$ cat config.mk
export PLATFORM = sky130hd
export DESIGN_NAME = rsst_ctrl
export DESIGN_NICKNAME = d
export VERILOG_FILES = /design/src/rtl/rsst_pkg.sv /design/src/rtl/rsst_ctrl.sv
export SDC_FILE = /design/constraint.sdc
export NUM_CORES = 1
export LEC_CHECK = 0
export ABC_AREA = 1
export BUFFER_PORTS_ARGS = -buffer_cell sky130_fd_sc_hd__buf_2
export CORE_MARGIN = 3
export CORE_UTILIZATION = 59
export CTS_CLUSTER_SIZE = 28
export DETAILED_ROUTE_END_ITERATION = 12
export PLACE_DENSITY = 0.83
export SYNTH_ARGS = -nofsm -noshare
export SYNTH_HDL_FRONTEND = slang
export SYNTH_SLANG_ARGS = --single-unit
$ cat constraint.sdc
create_clock -name clk -period 2.62 [get_ports clk]
set_input_delay 0.524 -clock clk [delete_from_list [all_inputs] [get_ports clk]]
set_output_delay 0.524 -clock clk [all_outputs]
set_load 0.05 [all_outputs]
$ cat src/rtl/rsst_pkg.sv
// ----------------------------------------------------------------------------
// rsst_pkg
// Shared constants, state encoding and the memory request type for the
// range-sum segment tree.
// ----------------------------------------------------------------------------
package rsst_pkg;

  localparam int NUM_ELEMENTS = 1024;
  localparam int LEVELS       = $clog2(NUM_ELEMENTS);
  // Node memory is heap ordered from address 1; leaves start at NUM_ELEMENTS
  localparam int ADDR_W       = LEVELS + 1;
  // Query cursors reach 2*NUM_ELEMENTS, one past the last node
  localparam int POS_W        = LEVELS + 2;
  localparam int IDX_W        = 10;
  localparam int DATA_W       = 32;

  localparam logic CMD_UPDATE = 1'b0;
  localparam logic CMD_QUERY  = 1'b1;

  typedef enum logic [4:0] {
    ST_CLEAR = 5'b00001,
    ST_IDLE  = 5'b00010,
    ST_UPD   = 5'b00100,
    ST_QRY   = 5'b01000,
    ST_DONE  = 5'b10000
  } state_t;

  typedef struct packed {
    logic              we;
    logic [ADDR_W-1:0] waddr;
    logic [DATA_W-1:0] wdata;
    logic              re;
    logic [ADDR_W-1:0] raddr;
  } mem_req_t;

endpackage

$ cat src/rtl/rsst_ctrl.sv
// ----------------------------------------------------------------------------
// rsst_ctrl
// Sequencer for the segment tree: clearing pass, leaf-to-root update walk and
// bottom-up range query, all through the single node memory.
// ----------------------------------------------------------------------------
module rsst_ctrl (
  input  logic                              clk,
  input  logic                              rst,
  input  logic                              in_valid,
  output logic                              in_ready,
  input  logic                              command,
  input  logic [rsst_pkg::IDX_W-1:0]        index,
  input  logic [rsst_pkg::IDX_W-1:0]        right_index,
  input  logic [rsst_pkg::DATA_W-1:0]       value,
  output rsst_pkg::mem_req_t                mem_req,
  input  logic [rsst_pkg::DATA_W-1:0]       rdata,
  output logic                              res_valid,
  input  logic                              res_ready,
  output logic [rsst_pkg::DATA_W-1:0]       res_sum
);

  localparam logic [31:0] NUM_EXT  = 32'(rsst_pkg::NUM_ELEMENTS);
  localparam logic [31:0] LAST_EXT = 32'(rsst_pkg::NUM_ELEMENTS - 1);

  rsst_pkg::state_t                  state, state_next;
  logic [rsst_pkg::ADDR_W-1:0]       clr_addr, clr_addr_next;
  logic [rsst_pkg::ADDR_W-1:0]       node, node_next;
  logic [rsst_pkg::POS_W-1:0]        lpos, lpos_next;
  logic [rsst_pkg::POS_W-1:0]        rpos, rpos_next;
  logic [rsst_pkg::DATA_W-1:0]       acc, acc_next;
  logic                              rd_pend, rd_pend_next;

  logic [31:0]                       left_ext, right_ext, right_sat;
  logic [rsst_pkg::ADDR_W-1:0]       parent;
  logic [rsst_pkg::DATA_W-1:0]       acc_in;

  assign left_ext  = 32'(index);
  assign right_ext = 32'(right_index);
  assign right_sat = (right_ext > LAST_EXT) ? LAST_EXT : right_ext;
  assign parent    = node >> 1;
  assign acc_in    = acc + (rd_pend ? rdata : '0);

  assign in_ready  = (state == rsst_pkg::ST_IDLE);
  assign res_valid = (state == rsst_pkg::ST_DONE);
  assign res_sum   = acc;

  always_comb begin
    state_next    = state;
    clr_addr_next = clr_addr;
    node_next     = node;
    lpos_next     = lpos;
    rpos_next     = rpos;
    acc_next      = acc;
    rd_pend_next  = 1'b0;
    mem_req       = '0;

    unique case (state)
      rsst_pkg::ST_CLEAR: begin
        mem_req.we    = 1'b1;
        mem_req.waddr = clr_addr;
        clr_addr_next = clr_addr + 1'b1;
        if (clr_addr == '1) begin
          state_next = rsst_pkg::ST_IDLE;
        end
      end

      rsst_pkg::ST_IDLE: begin
        if (in_valid) begin
          acc_next = '0;
          if (command == rsst_pkg::CMD_UPDATE) begin
            if (left_ext <= LAST_EXT) begin
              // write the leaf, fetch its sibling for the first parent
              node_next     = rsst_pkg::ADDR_W'(NUM_EXT + left_ext);
              mem_req.we    = 1'b1;
              mem_req.waddr = rsst_pkg::ADDR_W'(NUM_EXT + left_ext);
              mem_req.wdata = value;
              mem_req.re    = 1'b1;
              mem_req.raddr = rsst_pkg::ADDR_W'(NUM_EXT + left_ext)
                              ^ rsst_pkg::ADDR_W'(1);
              acc_next      = value;
              state_next    = rsst_pkg::ST_UPD;
            end else begin
              state_next = rsst_pkg::ST_DONE;
            end
          end else begin
            if (left_ext <= right_ext && left_ext <= LAST_EXT) begin
              // half-open cursor pair [lpos, rpos) over the leaf row
              lpos_next  = rsst_pkg::POS_W'(NUM_EXT + left_ext);
              rpos_next  = rsst_pkg::POS_W'(NUM_EXT + right_sat + 32'd1);
              state_next = rsst_pkg::ST_QRY;
            end else begin
              state_next = rsst_pkg::ST_DONE;
            end
          end
        end
      end

      rsst_pkg::ST_UPD: begin
        // parent sum written while the next sibling is fetched
        mem_req.we    = 1'b1;
        mem_req.waddr = parent;
        mem_req.wdata = acc + rdata;
        acc_next      = acc + rdata;
        node_next     = parent;
        if (parent == rsst_pkg::ADDR_W'(1)) begin
          acc_next   = '0;
          state_next = rsst_pkg::ST_DONE;
        end else begin
          mem_req.re    = 1'b1;
          mem_req.raddr = parent ^ rsst_pkg::ADDR_W'(1);
        end
      end

      rsst_pkg::ST_QRY: begin
        acc_next = acc_in;
        if (lpos < rpos) begin
          if (lpos[0]) begin
            mem_req.re    = 1'b1;
            mem_req.raddr = rsst_pkg::ADDR_W'(lpos);
            lpos_next     = lpos + 1'b1;
            rd_pend_next  = 1'b1;
          end else if (rpos[0]) begin
            // right node taken and both cursors climb in the same cycle
            mem_req.re    = 1'b1;
            mem_req.raddr = rsst_pkg::ADDR_W'(rpos - 1'b1);
            lpos_next     = lpos >> 1;
            rpos_next     = rpos >> 1;
            rd_pend_next  = 1'b1;
          end else begin
            lpos_next = lpos >> 1;
            rpos_next = rpos >> 1;
          end
        end else begin
          state_next = rsst_pkg::ST_DONE;
        end
      end

      rsst_pkg::ST_DONE: begin
        if (res_ready) begin
          state_next = rsst_pkg::ST_IDLE;
        end
      end

      default: begin
        state_next = rsst_pkg::ST_IDLE;
      end
    endcase
  end

  always_ff @(posedge clk) begin
    if (rst) begin
      state    <= rsst_pkg::ST_CLEAR;
      clr_addr <= '0;
      rd_pend  <= 1'b0;
    end else begin
      state    <= state_next;
      clr_addr <= clr_addr_next;
      rd_pend  <= rd_pend_next;
    end
  end

  always_ff @(posedge clk) begin
    node <= node_next;
    lpos <= lpos_next;
    rpos <= rpos_next;
    acc  <= acc_next;
  end

endmodule

==> results of run 1 <==
-- logic make-up after synthesis --
family | share of synthesized area (%)
AO/OA/AOI/OAI | 10.7
XOR/XNOR | 1.72
adder cells (fa/ha/maj) | 10.3
buffers and inverters | 14.7
flip-flops | 21.7
AND/OR/NAND/NOR | 40.7
-- cell usage after synthesis (all sizes together) (10+ instances only) --
library cell,instances
nand2,671
inv,365
nand3,148
nor2,130
ha,85
a21oi,74
edfxtp,66
o21ai,66
buf,25
nand4,23
nor3,20
dfxtp,17
o211ai,14
nand3b,12
xnor2,12
o22ai,10
-- metal layers --
| layer | overflow | GRT usage (%) |
|---|---|---|
| met4 | 43 | 77.6 |
| met3 | 0 | 67.6 |
| met2 | 70 | 94.0 |
| met5 | 0 | 36.6 |
| met1 | 4 | 79.4 |
-- stage by stage --
stage | hold slack, ns | TNS [ns] | utilization, % | cell area [um^2] | setup WS [ns]
2_1_floorplan | 0.439 | -0.510 | - | 10900 | -0.261
3_3_place_gp | 0.460 | -5.53 | 74.3 | 13000 | -0.328
3_5_place_dp | 0.476 | -6.06 | 74.3 | 13000 | -0.320
4_1_cts | 0.421 | -4.22 | 86.7 | 15200 | -0.209
-- repair_timing --
item | 4_1_cts
pin swaps | 87
gates cloned | 0
setup endpoints to repair | 47
buffers inserted | 58
resized for setup | 341
==> results.md, run 1 <==
- Status: aborted with a tool error
- Last stage reached: global routing
- Tool error: [ERROR GRT-0232] Routing congestion too high. Check the congestion heatmap in the GUI.
- Hold Buf Count CTS: 0
- Synthesized area: 10700 um^2
- Grt ovf: 117
- Placed cell count: 2320
- FF+latch count, synth: 83
- Top post-synthesis cells by area: nand2_1, edfxtp_1, inv_1, ha_1, nand3_1
- Synth cell types: 49
- Initial Utilization: 60.9%
- CTS Buf Count: 9
- Fraction of synthesized cell area taken by the top area cell type: 23.1%
- EDFF count, synth: 66
- Worst EP Category: output port
- GRT worst endpoint: mem_req[33]
- Synth area leader: nand2_1
- Main flop type after synthesis: edfxtp_1
- Row cnt: 48
- Largest net degree at the start of global routing: 49
- CTS sink count: 83
- Clock root buffer: clkbuf_16
- Async S/R FF share, synth: 0%
- Initial antenna violation count: 14
- Htree depth: 3
- Gr usage total: 79.6%
- I/O Pins: 179
- Seq/Total Area, Yosys: 21.7%
- Syn Area/Cell: 5.92 um^2
- Synth Warn #: 0
- Port bufs: 178
- Die width: 141 um
- Gpl congestion: 1.08
- Die H: 141 um
- Clk buf depth: 2
- Synth Instances: 1806
- Hpwl dp: 32300 um
- Synth Net Count: 1982
==> run 2: changes to the inputs <==
Settings changed: CORE_UTILIZATION 59 to 40, CTS_CLUSTER_SIZE 28 to default, PLACE_DENSITY 0.83 to default, PLACE_DENSITY_LB_ADDON from default to 0.15.
==> run 2 against run 1 <==
Effect of this change:
- the flow now finishes, with violations (setup timing)
- synthesized cell count did not move
- area after synthesis is the same
==> results.md, run 2 <==
- Status: finished with violations
- Violated checks: setup timing
- Area Overhead vs Synth: 54.2%
- CTS Buf Count: 9 (unchanged)
- Hold Buf Count CTS: 0 (unchanged)
- Initial Utilization: 40.9% (-20 points)
- Post-synth top cells: nand2_1, inv_1, nand3_1
- Critical path class: register to output port
- Pwr per Cell Area: 439 nW/um^2
- CP Capture Type: output port
- Post-DR vias/cell: 5.24
- Layout cells sized above 1: 37.8%
- Port bufs: 178 (unchanged)
- Via Count: 13294
- Final setup fails: 41
- Final period util: 109%
- Lkg Pwr: 8.73 nW
- Reg clk slew, reported paths: 0.07 ns
- Critical path startpoint category: register
- Placed instance area: 13400 um^2 (+2.9%)
- Final Hold Vio Count: 0
- Worst path required time: 2.10 ns
- Syn Area/Cell: 5.92 um^2 (unchanged)
- Synth Instances: 1806 (unchanged)
- Synthesized area: 10700 um^2 (unchanged)
- I/O Pins: 179 (unchanged)
- Max_cap viols: 0
- Crit-path max FO: 4
- Final nets: 2371
- Drt first pass iters: 5
- DR WL/cell: 17.8 um
- Setup_tns: -5.88 ns
- Slew @ Worst Pin: 0.607 ns
- Seq/Total Area, Yosys: 21.7% (unchanged)
- EDFF count, synth: 66 (unchanged)
- Hold/Removal Path Class: input pin to register
- Synth Net Count: 1982 (unchanged)
- Initial antenna violation count: 0
- Final instance area: 16500 um^2
- Grt ovf: 0
- Main flop type after synthesis: edfxtp_1
- Initial drt markers: 1191
- Worst hold slack: 0.422 ns
- Row cnt: 59 (+23%)
- Most common cell after layout, fill and taps aside: nand2_1
- Worst-skew pair later-pin latency: 0.36 ns
- Max-slew violation count: 0
- Wire length on met1: 19600 um
- Commonest non-fill, non-tap cells in the layout: nand2_1, inv_1, buf_4, buf_2, nand3_1
- Worst vdd ir: 406 uV
- DRC violations left: 0
- Highest metal used: met4
- Largest register FFs: 32
- Synth Warn #: 0 (unchanged)
- Register-to-register setup slack: -0.09 ns
- CTS sink count: 83 (unchanged)
- Hpwl dp: 34700 um (+7.5%)
- Clk buf depth: 2 (unchanged)
- Count leader, synth: nand2_1
- Finished Layout Cells: 2535
- FILL cells: 2406
- Final Critical Period: 2.86 ns
- Metal3 WL: 3270 um
- Die area: 28700 um^2
- Gpl congestion: 1.02 (-5.6%)
- Setup ws final: -0.243 ns
- Clock root buffer: clkbuf_16
- Placed cell count: 2461 (+6.1%)
- Synth cell types: 49 (unchanged)
- Die width: 169 um (+21%)
- Async S/R FF share, synth: 0% (unchanged)
- Gr usage total: 30.1%
- Htree depth: 3 (unchanged)
- Number of diodes: 0
- Vias in the first global route: 12760
- Unrepaired setup endpoints after global routing: true
- ANT nets after route: 0
- Fraction of synthesized cell area taken by the top area cell type: 23.1% (unchanged)
- Largest net degree at the start of global routing: 49
- Synth area leader: nand2_1
- Skew final: 0.0119 ns
- Final WL: 45100 um
- Die H: 169 um (+21%)
- First-pass GRT wire length: 68000 um
- Met2 Wirelength: 21000 um
- Core region area: 26100 um^2
- FMAX: 349 MHz
- Crit path DAT: 2.34 ns
- Slew margin rel.: 59.1%
- FF+latch count, synth: 83 (unchanged)
- CTS tree: built
- Top post-synthesis cells by area: nand2_1, edfxtp_1, inv_1, ha_1, nand3_1
==> run 2: cell counts after synthesis <==
No cell type changed its count.
==> run 2: routing by layer <==
layer / up-vias / global-route usage [%]
met3: 72 / 3.68
met5: - / 0
met4: 0 / 8.53
met1: 6195 / 40.7
li1: 6496 / -
met2: 531 / 50.8
==> run 2: path summary, 6_finish.rpt <==
path,to,from,cells after the start
hold reg to reg,clr_addr[9]$_SDFFE_PP0N_,clr_addr[9]$_SDFFE_PP0N_,2
setup / recovery,mem_req[28],res_sum[0]$_DFFE_PP_,11
setup reg to reg,res_sum[18]$_DFFE_PP_,res_sum[16]$_DFFE_PP_,19
hold / removal,state[3]$_SDFFE_PP0P_,rst,2
==> run 2: repair_timing <==
| action | CTS | global route |
|---|---|---|
| endpoints found under the setup margin | 42 | 64 |
| resized for setup | 313 | 250 |
| buffers inserted | 42 | 25 |
| pin swaps | 80 | 111 |
==> run 2: power breakdown <==
group	internal (W)	leakage, nW	switching [W]
Sequential	0.00157	0.740	0.000111
Combinational	0.00162	7.85	0.00252
Clock	0.000751	0.140	0.000653
Total	0.00395	8.73	0.00328
==> run 2: area by class of cell <==
cell class | count | area [um^2] | share of cell area [%]
repair buffers | 411 | 3160 | 19.2
multi-input cells | 1325 | 8870 | 53.8
clock buffers | 10 | 229 | 1.39
well taps | 335 | 419 | 2.54
flip-flops and latches | 83 | 2320 | 14.1
clock inverters | 6 | 71.3 | 0.433
inverters | 365 | 1400 | 8.51
==> run 2: critical path: stages (launching register included) <==
cell,delay [ns]
edfxtp_1,0.36
ha_2,0.20
inv_2,0.04
fa_2,0.39
o21ai_4,0.24
nand2_2,0.10
nand3_4,0.13
nand2_2,0.07
nand3b_1,0.12
nand3_2,0.12
nand2_4,0.08
buf_8,0.14
==> run 2: through the flow <==
| stage | power (W) | utilization [%] | setup slack (ns) |
|---|---|---|---|
| floorplan | 0.00358 | - | -0.261 |
| global placement | 0.00474 | 51.3 | -0.404 |
| detailed placement | 0.00476 | 51.3 | -0.376 |
| CTS | 0.00679 | 58.9 | -0.267 |
| global route | 0.00759 | 63.1 | -0.320 |
| finish | 0.00723 | 63.1 | -0.243 |
==> run 2: cell families after synthesis <==
family                   share of synthesized area [%]
adder cells (fa/ha/maj)                           10.3
flip-flops                                        21.7
AO/OA/AOI/OAI                                     10.7
AND/OR/NAND/NOR                                   40.7
XOR/XNOR                                          1.72
buffers and inverters                             14.7
Power figures use the tool's default switching activity.
